[src/hw/rtl/nibble_alu_with_flags_macros.svh]
// Assertion macros used by the nibble ALU top level.
// Expects clk and rst_n in the scope where a macro is used.
`ifndef NIBBLE_ALU_WITH_FLAGS_MACROS_SVH
`define NIBBLE_ALU_WITH_FLAGS_MACROS_SVH

`ifndef SYNTH

`define NALU_ASSERT_IMPLIES(label, ante, cons) \
    label: assert property (@(posedge clk) disable iff (!rst_n) (ante) |-> (cons)) \
        else $error("nalu: same-cycle check failed");

`define NALU_ASSERT_NEXT(label, ante, cons) \
    label: assert property (@(posedge clk) disable iff (!rst_n) (ante) |=> (cons)) \
        else $error("nalu: next-cycle check failed");

`else

`define NALU_ASSERT_IMPLIES(label, ante, cons)

`define NALU_ASSERT_NEXT(label, ante, cons)

`endif

`endif

[src/hw/rtl/nalu_pkg.sv]
// Types, opcodes and table helpers for the nibble ALU.
// No dependencies; used by the interfaces and all RTL modules.
`timescale 1ns / 1ps

package nalu_pkg;

    typedef logic [3:0] nibble_t;

    typedef enum logic [3:0] {
        OP_PASS_B = 4'd0,
        OP_NOT_A  = 4'd1,
        OP_AND    = 4'd2,
        OP_OR     = 4'd3,
        OP_XOR    = 4'd4,
        OP_SHL    = 4'd5,
        OP_SHR    = 4'd6,
        OP_INC    = 4'd7,
        OP_DEC    = 4'd8,
        OP_ADD    = 4'd9,
        OP_ADC    = 4'd10,
        OP_SUB    = 4'd11,
        OP_SBB    = 4'd12,
        OP_MUL_LO = 4'd13,
        OP_MUL_HI = 4'd14,
        OP_DIV    = 4'd15
    } op_t;

    localparam int TBL_AW    = 8;
    localparam int TBL_DEPTH = 1 << TBL_AW;

    localparam logic [7:0] CARRY_BIT = 8'b0001_0000;
    localparam logic [7:0] SIGN_BIT  = 8'b0000_1000;

    // One table entry per operand pair: full product and quotient.
    typedef struct packed {
        logic [7:0] product;
        nibble_t    quotient;
    } tbl_entry_t;

    function automatic tbl_entry_t tbl_calc(input nibble_t a, input nibble_t b);
        tbl_entry_t e;
        logic [4:0] rem;
        nibble_t    q;
        e.product = {4'b0000, a} * {4'b0000, b};
        rem = '0;
        q   = '0;
        // restoring division, one quotient bit per step
        for (int i = 3; i >= 0; i--)
        begin
            rem = {rem[3:0], a[i]};
            if (rem >= {1'b0, b})
            begin
                rem  = rem - {1'b0, b};
                q[i] = 1'b1;
            end
        end
        // divide by zero yields zero
        if (b == 4'd0)
        begin
            q = '0;
        end
        e.quotient = q;
        return e;
    endfunction

endpackage

[src/hw/rtl/nalu_if.sv]
// Request and response channel interfaces for the nibble ALU.
// Depends on nalu_pkg for the nibble type.
`timescale 1ns / 1ps

interface nalu_req_if;
    import nalu_pkg::*;

    logic    valid;
    logic    ready;
    nibble_t operation;
    nibble_t operand_a;
    nibble_t operand_b;
    logic    carry_in;

    modport source (output valid, output operation, output operand_a,
                    output operand_b, output carry_in, input ready);
    modport sink   (input valid, input operation, input operand_a,
                    input operand_b, input carry_in, output ready);
endinterface

interface nalu_rsp_if;
    import nalu_pkg::*;

    logic    valid;
    logic    ready;
    nibble_t result;
    logic    carry_out;
    logic    zero_flag;
    logic    overflow_flag;
    logic    equal_flag;

    modport source (output valid, output result, output carry_out, output zero_flag,
                    output overflow_flag, output equal_flag, input ready);
    modport sink   (input valid, input result, input carry_out, input zero_flag,
                    input overflow_flag, input equal_flag, output ready);
endinterface

[src/hw/rtl/nalu_table.sv]
// Product/quotient lookup memory with a load sweep after reset.
// Depends on nalu_pkg; read data is registered.
`timescale 1ns / 1ps

module nalu_table (
    input  logic                          clk,
    input  logic                          rst_n,
    input  logic                          rd_en,
    input  logic [nalu_pkg::TBL_AW-1:0]   rd_addr,
    output nalu_pkg::tbl_entry_t          rd_data,
    output logic                          fill_done
);
    import nalu_pkg::*;

    tbl_entry_t        tbl_mem [TBL_DEPTH];
    tbl_entry_t        rd_data_reg;
    logic [TBL_AW:0]   fill_idx_reg;
    logic [TBL_AW:0]   fill_idx_next;
    tbl_entry_t        fill_entry;

    assign fill_done = fill_idx_reg[TBL_AW];

    always_comb
    begin
        fill_idx_next = fill_idx_reg;
        if (!fill_done)
        begin
            fill_idx_next = fill_idx_reg + 1'b1;
        end
        fill_entry = tbl_calc(fill_idx_reg[TBL_AW-1:TBL_AW/2],
                              fill_idx_reg[TBL_AW/2-1:0]);
    end

    always_ff @(posedge clk or negedge rst_n)
    begin
        if (!rst_n)
        begin
            fill_idx_reg <= '0;
        end
        else
        begin
            fill_idx_reg <= fill_idx_next;
        end
    end

    always_ff @(posedge clk)
    begin
        if (!fill_done)
        begin
            tbl_mem[fill_idx_reg[TBL_AW-1:0]] <= fill_entry;
        end
        if (rd_en)
        begin
            rd_data_reg <= tbl_mem[rd_addr];
        end
    end

    assign rd_data = rd_data_reg;

endmodule

[src/hw/rtl/nibble_alu_with_flags.sv]
// Nibble ALU top level: 16 ops, result plus carry, zero, overflow and equal flags.
// Pipeline: accept loads stage 1 and the table read register; the result register holds the response.
// Throughput: one word per cycle while response.ready is high; the table memory read port sets the first stage.
// Reset: pipeline empties; a sweep over all 256 entries then loads the product/quotient table,
// and request.ready stays low until it completes.
`timescale 1ns / 1ps

module nibble_alu_with_flags (
    input  logic       clk,
    input  logic       rst_n,
    nalu_req_if.sink   request,
    nalu_rsp_if.source response
);
    import nalu_pkg::*;
    `include "nibble_alu_with_flags_macros.svh"

    logic       fill_done;
    tbl_entry_t tbl_data;
    logic       accept;
    logic       advance;

    logic       s1_valid_reg;
    op_t        s1_op_reg;
    nibble_t    s1_a_reg;
    nibble_t    s1_b_reg;
    logic       s1_ci_reg;

    logic       out_valid_reg;
    nibble_t    out_result_reg;
    logic       out_carry_reg;
    logic       out_zero_reg;
    logic       out_ovf_reg;
    logic       out_equal_reg;

    logic [7:0] a_ext;
    logic [7:0] b_ext;
    logic [7:0] ci_ext;
    logic [7:0] wide;
    nibble_t    res_next;
    logic       is_arith;
    logic       is_sub;
    logic       carry_next;
    logic       ovf_next;

    // stage 1 drains into the output register whenever it is free or being read
    assign advance       = !out_valid_reg || response.ready;
    assign request.ready = fill_done && (!s1_valid_reg || advance);
    assign accept        = request.valid && request.ready;

    nalu_table u_table (
        .clk       (clk),
        .rst_n     (rst_n),
        .rd_en     (accept),
        .rd_addr   ({request.operand_a, request.operand_b}),
        .rd_data   (tbl_data),
        .fill_done (fill_done)
    );

    always_comb
    begin
        a_ext    = {4'b0000, s1_a_reg};
        b_ext    = {4'b0000, s1_b_reg};
        ci_ext   = {7'b0000000, s1_ci_reg};
        wide     = 8'd0;
        res_next = 4'd0;
        is_arith = 1'b0;
        is_sub   = 1'b0;
        case (s1_op_reg)
            OP_PASS_B: res_next = s1_b_reg;
            OP_NOT_A:  res_next = ~s1_a_reg;
            OP_AND:    res_next = s1_a_reg & s1_b_reg;
            OP_OR:     res_next = s1_a_reg | s1_b_reg;
            OP_XOR:    res_next = s1_a_reg ^ s1_b_reg;
            OP_SHL:    res_next = (s1_b_reg[3:2] == 2'b00) ? (s1_a_reg << s1_b_reg[1:0]) : 4'd0;
            OP_SHR:    res_next = (s1_b_reg[3:2] == 2'b00) ? (s1_a_reg >> s1_b_reg[1:0]) : 4'd0;
            OP_INC:
            begin
                is_arith = 1'b1;
                wide     = a_ext + 8'd1;
            end
            OP_DEC:
            begin
                is_arith = 1'b1;
                is_sub   = 1'b1;
                wide     = a_ext - 8'd1;
            end
            OP_ADD:
            begin
                is_arith = 1'b1;
                wide     = a_ext + b_ext;
            end
            OP_ADC:
            begin
                is_arith = 1'b1;
                wide     = a_ext + b_ext + ci_ext;
            end
            OP_SUB:
            begin
                is_arith = 1'b1;
                is_sub   = 1'b1;
                wide     = a_ext - b_ext;
            end
            OP_SBB:
            begin
                is_arith = 1'b1;
                is_sub   = 1'b1;
                wide     = a_ext - b_ext - ci_ext;
            end
            OP_MUL_LO: res_next = tbl_data.product[3:0];
            OP_MUL_HI: res_next = tbl_data.product[7:4];
            OP_DIV:    res_next = tbl_data.quotient;
            default:   res_next = 4'd0;
        endcase
        if (is_arith)
        begin
            res_next = wide[3:0];
        end
        carry_next = is_arith && ((wide & CARRY_BIT) != 8'd0);
        // bit 3 rule: add sets it from a clear sign, subtract clears it from a set sign
        if (is_sub)
        begin
            ovf_next = is_arith && ((wide & SIGN_BIT) == 8'd0) && s1_a_reg[3];
        end
        else
        begin
            ovf_next = is_arith && ((wide & SIGN_BIT) != 8'd0) && !s1_a_reg[3];
        end
    end

    always_ff @(posedge clk or negedge rst_n)
    begin
        if (!rst_n)
        begin
            s1_valid_reg  <= 1'b0;
            out_valid_reg <= 1'b0;
        end
        else
        begin
            if (accept)
            begin
                s1_valid_reg <= 1'b1;
            end
            else if (advance)
            begin
                s1_valid_reg <= 1'b0;
            end
            if (advance)
            begin
                out_valid_reg <= s1_valid_reg;
            end
        end
    end

    always_ff @(posedge clk)
    begin
        if (accept)
        begin
            s1_op_reg <= op_t'(request.operation);
            s1_a_reg  <= request.operand_a;
            s1_b_reg  <= request.operand_b;
            s1_ci_reg <= request.carry_in;
        end
        if (advance && s1_valid_reg)
        begin
            out_result_reg <= res_next;
            out_carry_reg  <= carry_next;
            out_zero_reg   <= (res_next == 4'd0);
            out_ovf_reg    <= ovf_next;
            out_equal_reg  <= (s1_a_reg == s1_b_reg);
        end
    end

    assign response.valid         = out_valid_reg;
    assign response.result        = out_result_reg;
    assign response.carry_out     = out_carry_reg;
    assign response.zero_flag     = out_zero_reg;
    assign response.overflow_flag = out_ovf_reg;
    assign response.equal_flag    = out_equal_reg;

    `NALU_ASSERT_IMPLIES(a_no_accept_in_fill, request.valid && request.ready, fill_done)
    `NALU_ASSERT_NEXT(a_s1_holds_on_stall, s1_valid_reg && !advance, s1_valid_reg)
    `NALU_ASSERT_NEXT(a_s1_lands_in_out, s1_valid_reg && advance, out_valid_reg)
    `NALU_ASSERT_NEXT(a_accept_fills_s1, accept, s1_valid_reg)

endmodule
[src/flat_wrapper.sv]
// flat-port wrapper written by rule: the top's interface ports become plain ports
module nibble_alu_with_flags_flat import nalu_pkg::*;
  (clk, rst_n, request_valid, request_operation, request_operand_a, request_operand_b, request_carry_in, request_ready, response_valid, response_result, response_carry_out, response_zero_flag, response_overflow_flag, response_equal_flag, response_ready);
  nalu_req_if request_i ();
  nalu_rsp_if response_i ();
  input  logic clk;
  input  logic rst_n;
  input wire logic [$bits(request_i.valid)-1:0] request_valid;
  input wire logic [$bits(request_i.operation)-1:0] request_operation;
  input wire logic [$bits(request_i.operand_a)-1:0] request_operand_a;
  input wire logic [$bits(request_i.operand_b)-1:0] request_operand_b;
  input wire logic [$bits(request_i.carry_in)-1:0] request_carry_in;
  output wire logic [$bits(request_i.ready)-1:0] request_ready;
  output wire logic [$bits(response_i.valid)-1:0] response_valid;
  output wire logic [$bits(response_i.result)-1:0] response_result;
  output wire logic [$bits(response_i.carry_out)-1:0] response_carry_out;
  output wire logic [$bits(response_i.zero_flag)-1:0] response_zero_flag;
  output wire logic [$bits(response_i.overflow_flag)-1:0] response_overflow_flag;
  output wire logic [$bits(response_i.equal_flag)-1:0] response_equal_flag;
  input wire logic [$bits(response_i.ready)-1:0] response_ready;
  assign request_i.valid = request_valid;
  assign request_i.operation = request_operation;
  assign request_i.operand_a = request_operand_a;
  assign request_i.operand_b = request_operand_b;
  assign request_i.carry_in = request_carry_in;
  assign request_ready = request_i.ready;
  assign response_valid = response_i.valid;
  assign response_result = response_i.result;
  assign response_carry_out = response_i.carry_out;
  assign response_zero_flag = response_i.zero_flag;
  assign response_overflow_flag = response_i.overflow_flag;
  assign response_equal_flag = response_i.equal_flag;
  assign response_i.ready = response_ready;
  nibble_alu_with_flags u_core (.clk(clk), .rst_n(rst_n), .request(request_i), .response(response_i));
endmodule
[config.mk]
export PLATFORM = sky130hd
export DESIGN_NAME = nibble_alu_with_flags_flat
export DESIGN_NICKNAME = d
export VERILOG_FILES = /design/src/hw/rtl/nalu_pkg.sv /design/src/hw/rtl/nalu_if.sv /design/src/hw/rtl/nalu_table.sv /design/src/hw/rtl/nibble_alu_with_flags.sv /design/src/flat_wrapper.sv
export VERILOG_INCLUDE_DIRS = /design/src /design/src/hw/rtl
export SDC_FILE = /design/constraint.sdc
export NUM_CORES = 2
export LEC_CHECK = 0
export CAP_MARGIN = 20
export CORE_MARGIN = 2
export CORE_UTILIZATION = 40
export CTS_CLUSTER_SIZE = 28
export DETAILED_ROUTE_END_ITERATION = 6
export DONT_BUFFER_PORTS = 1
export GPL_TIMING_DRIVEN = 0
export PLACE_DENSITY = 0.59
export SLEW_MARGIN = 20
export SYNTH_ARGS = -nofsm -noshare
export SYNTH_HDL_FRONTEND = slang
export SYNTH_SLANG_ARGS = --single-unit
[constraint.sdc]
create_clock -name clk -period 20.5 [get_ports clk]
set_clock_uncertainty 0.05 [all_clocks]
set_input_delay 3.075 -clock clk [delete_from_list [all_inputs] [get_ports clk]]
set_output_delay 3.075 -clock clk [all_outputs]
set_load 0.02 [all_outputs]
[Word level (Yosys, flattened, before mapping)]
Memories as Yosys holds them, arrays and structs flattened. A register that Yosys moved wholly into a read port is not among the register bits.
Cells that the tools add are included.
Cells by class
  bitwise gates (word level): 4
  mux-type cells: 20
  add/sub/neg operators: 10
  reductions and logical operators: 21
  eq/ne operators: 16
  $mul: 1
  magnitude comparators: 4
  shift-type cells: 2
Operators by type and width (number)
  4-bit case mux with 10 select lines: 1
  4-bit == test, second input constant: 8
  5-bit case mux with 6 select lines: 1
  4-bit 2-to-1 mux: 7
  4-bit by 3-bit == test with 1-bit output, second input constant: 4
  5-bit by 4-bit greater-or-equal comparator with 1-bit output: 3
  4-bit zero test: 3
  1-bit 2-to-1 mux: 10
  9-bit by 1-bit adder with 9-bit output, second input constant: 1
  9-bit 2-to-1 mux: 1
  4-bit by 2-bit == test with 1-bit output, second input constant: 2
  1-bit logical AND: 8
  8-bit zero test: 1
  4-bit by 4-bit multiplier with 8-bit output: 1
  4-bit subtractor: 2
  6-bit OR reduction: 1
  4-bit by 1-bit adder with 5-bit output, second input constant: 1
  4-bit by 4-bit adder with 5-bit output: 1
  5-bit by 1-bit adder with 5-bit output: 1
  4-bit by 1-bit subtractor with 5-bit output, second input constant: 1
  4-bit by 4-bit subtractor with 5-bit output: 1
  5-bit by 1-bit subtractor with 5-bit output: 1
  4-bit AND: 1
  4-bit by 1-bit == test with 1-bit output, second input constant: 1
  other kinds (13): 16
Storage, ports and cells
  bits in writable memories: 3072
  logic and storage cells: 92
  input bits: 17
  memories: 1
  flip-flop bits (word level): 32
  output and inout port bits: 10
Memories
  u_core.u_table.tbl_mem: depth 256, width 12, read ports 1, clocked after memory_dff 1, write ports 1, RTL line nalu_table.sv:15  | tbl_entry_t tbl_mem [TBL_DEPTH];

[Depth between registers and ports, before layout]
  depth in word-level cells: 9
  gate-level depth with buffers: 27
  mapped depth without buffers: 26

[Modules after synthesis]
From an unflattened synthesis, not the netlist that was laid out.
Unflattened totals
  cells, all modules: 5758
  area, all modules: 122452.4 um^2
Modules (own cells, without submodules)
  nalu_table: sequential area each 92834.0 um^2, area each 120124.0 um^2, cells each 5513, instances 1
  nibble_alu_with_flags: sequential area each 680.7 um^2, area each 2328.5 um^2, cells each 245, instances 1

[Least setup slack after synthesis]
No wires, ideal clock.
  kind: register to register
  start: register u_core.u_table.fill_idx_reg[7]
  end: memory u_core.u_table.tbl_mem[0][0] in the netlist's numbering (data pin)
  stages on the path, launching flop included: 27
  period minus slack after synthesis: 13.817 ns
  path buffers: 1
  required time: 18.822 ns
  slack: 6.683 ns
  arrival: 12.140 ns
  library setup time: 1.628 ns
  cell sequence: dfrtp_1 clkbuf_1 inv_1 ha_1 nor2b_1 o21ai_1 nor2_1 a21oi_1 inv_1 ha_1 a21o_1 a211o_1 a21oi_1 mux2_2 inv_1 ha_1 nor2b_1 o21ai_0 a31oi_1 a311o_1 nor3b_2 mux2i_1 ha_1 a21o_1 a21o_1 a21oi_1 a22oi_1
RTL lines
  start: declaration: RTL line nalu_table.sv:17  | logic [TBL_AW:0] fill_idx_reg;
  start signal: assignment: RTL line nalu_table.sv:42  | fill_idx_reg <= fill_idx_next;
  end: declaration: RTL line nalu_table.sv:15

==> out/metrics.yaml <==
status: "finished, violations left"
violations: "DRC"
cts_made_buffers: 321
grt_max_degree: 81
end_kind: "flop"
finalWirelength_mm: 416
hold_path_class: "reg -> reg"
dr.pass1.iters: 7
antenna_left: 0
cp_top_family: "compound AO/OA/AOI/OAI gates"
synth_top_area_share_pct: 75.8
ys_seq_elements: 3116
ys_types: 70
pwr-share-clk_pct: 43.7
setup_viol: 0
startpoint_type: "flop"
worstSetupPathType: "reg -> reg"
area_growth_pct: 16.4
slew_headroom_pct: 5.06
cp_max_fo: 19
fmax_mhz: 113
cp_slowest_cell: "clkbuf_1"
power_frac_comb_pct: 3.7
switchingPower_mw: 2.85
clk-insertion-delay-late_ns: 0.93
clkTransAtPathRegs_ns: 0.06
preCtsSetupSlack_ns: 11.74
hold_violations: 0
final_nets: 6445
path_buf_inv: 10
synth.net_count: 5877
largest_reg_flops: 3072
synth_area_sq_um: 123000
h-tree-depth: 5
ir_worst_vdd_v: 0.0000733
seq_area_frac_synth_pct: 76.0
synth_edf_count: 3105
slew_violations: 0
dp_hpwl_mm: 289
critPathArrivalTime_ns: 9.54
grt-ovfl-total: 0
initialDrtViolationCount: 11100
critPathRequiredTime_ns: 21.18
antenna_found_initial: 18
die_area_sq_um: 312000
synth_area_leaders: "edfxtp_1, mux4_2, mux2i_1"
grt_pass1_wl_mm: 555
tritoncts: "done"
clock-sinks: 3116
syn_avg_cell_area_sq_um: 21.2
ys.warnings.count: 0
rsz0062_at_grt: "false"
start_util_pct: 40.2
layout-drive-gt1-share_pct: 28.7
yosysTopAreaCell: "edfxtp_1"
dieHeight_um: 559
max_stage_delay_ns: 0.56
core_sq_um: 306000
die_w_um: 559
finalCriticalPeriod_ns: 8.86
timing.final.ws_setup_ns: 11.64
fill_cells: 25100
finalInstanceArea_sq_um: 143000
hold_buffers: 0
grt_pass1_vias: 64400
synthFlopType: "edfxtp_1"
track_usage_pct: 26.4
worstMarginPinSlew_ns: 1.41
maxCapViolCount: 0
gp_congestion: 0.931
utilization_pct: 46.8
setup_tns_ns: 0
post-route-drc-count: 4
layout_common_cells: "edfxtp_1, mux4_2, mux2i_1, clkbuf_16, nor2_2"
ctsResizeCount: 0
netSwitchingFraction_pct: 21.7
clk_path_buf_depth: 4
num_rows: 203
viasPerCell: 6.21
post_dp_cell_area_sq_um: 133000
fin_crit_sh_pct: 43.2
synth_cells: 5797
avgRoutedWirePerCell_um: 38.8
finalPower_mw: 13.1
io_pins: 27
root_buffer: "clkbuf_16"
port_buffers: 0
synthArstFlopShare_pct: 0.353
vias: 66600
cts_setup_buffers: 0
layout_commonest_cell: "edfxtp_1"
power_density_nw_per_um2: 91.6
internal_power_mw: 10.3
p_leak_nw: 41.2
pwr-share-seq_pct: 52.6
==> Yosys cell counts (all sizes together), types with 3 or more instances <==
cell type / count
a21o: 7
mux2: 5
clkbuf: 138
inv: 39
o21bai: 4
nor3: 60
xnor2: 17
a22o: 10
a211oi: 32
edfxtp: 3105
and3: 22
o221ai: 160
a21oi: 93
fa: 9
or3: 7
mux4: 687
o211ai: 3
mux2i: 390
buf: 195
o21ai: 20
o31ai: 13
a31oi: 6
a221oi: 24
and2: 3
dfrtp: 11
o22ai: 96
nor4: 20
or2: 5
nor2b: 15
o22a: 4
ha: 54
o311ai: 4
nand4: 6
xor2: 5
o41ai: 5
nand2b: 9
nand2: 162
a22oi: 10
a311oi: 3
nand3: 18
nor2: 292
a211o: 9
==> power by group through the flow <==
stage	clock network, mW	logic, mW	registers, mW
after global routing	6.01	0.485	6.89
after CTS	5.76	0.475	6.90
after detailed placement	0	0.474	7.03
after global placement	0	0.464	7.03
final	5.74	0.490	6.90
after floorplan	0	0.234	7.03
==> layer usage <==
layer	track usage, %	vias to the layer above	wire length [um]
li1	-	25600	-
met1	34.6	35500	154000
met2	39.9	4597	186000
met3	7.99	908	50500
met4	13.7	8	25300
met5	0	-	57
==> worst paths after layout <==
kind                       depth (start not counted)  slack (ns)                                    endpoint                                       start
max                                               32       11.64    u_core.u_table.tbl_mem[252][0]$_DFFE_PP_  u_core.u_table.fill_idx_reg[7]$_DFFE_PN0N_
min                                                1        0.48             u_core.s1_valid_reg$_DFFE_PN0P_             u_core.s1_valid_reg$_DFFE_PN0P_
max reg2reg                                       32       11.64    u_core.u_table.tbl_mem[252][0]$_DFFE_PP_  u_core.u_table.fill_idx_reg[7]$_DFFE_PN0N_
min reg2reg                                        1        0.48             u_core.s1_valid_reg$_DFFE_PN0P_             u_core.s1_valid_reg$_DFFE_PN0P_
max in group asynchronous                          0       18.50  u_core.u_table.fill_idx_reg[0]$_DFFE_PN0N_                                       rst_n
min in group asynchronous                          0        1.81             u_core.s1_valid_reg$_DFFE_PN0P_                                       rst_n
==> layout make-up <==
cell class	count	area [sq um]	area share (%)
Sequential cell	3116	93500	65.3
Tap cell	4100	5130	3.58
Antenna cell	11	27.5	0.0192
Timing Repair Buffer	245	4020	2.81
Multi-Input combinational cell	2307	27900	19.5
Buffer	333	2400	1.67
Inverter	41	154	0.107
Clock inverter	178	1650	1.15
Clock buffer	393	8430	5.89
==> worst register-to-register path: cells and delay by family (launching register included) <==
| kind | cells | cell delay [ns] |
|---|---|---|
| adders and majority gates | 4 | 1.19 |
| AOI/OAI and AO/OA | 12 | 3.23 |
| muxes | 2 | 0.62 |
| and+or+nand+nor | 4 | 0.88 |
| DFF | 1 | 0.34 |
| buffers and inverters | 10 | 2.35 |
==> cells by family after synthesis <==
family	share of synthesized area, %
xor gates and xnor gates	0.157
adders and majority gates	0.695
AOI/OAI and AO/OA	3.12
muxes	15.8
and+or+nand+nor	2.25
buffers and inverters	2.00
DFF	76.0
==> through the flow <==
| step | hold WS (ns) | std cells |
|---|---|---|
| floorplan | 0.423 | 5797 |
| global placement | 0.435 | 9897 |
| detailed placement | 0.460 | 10100 |
| CTS | 0.477 | 10700 |
| global route | 0.524 | 10700 |
| finish | 0.479 | 10700 |
No activity file was read; power rests on OpenSTA's default activity.
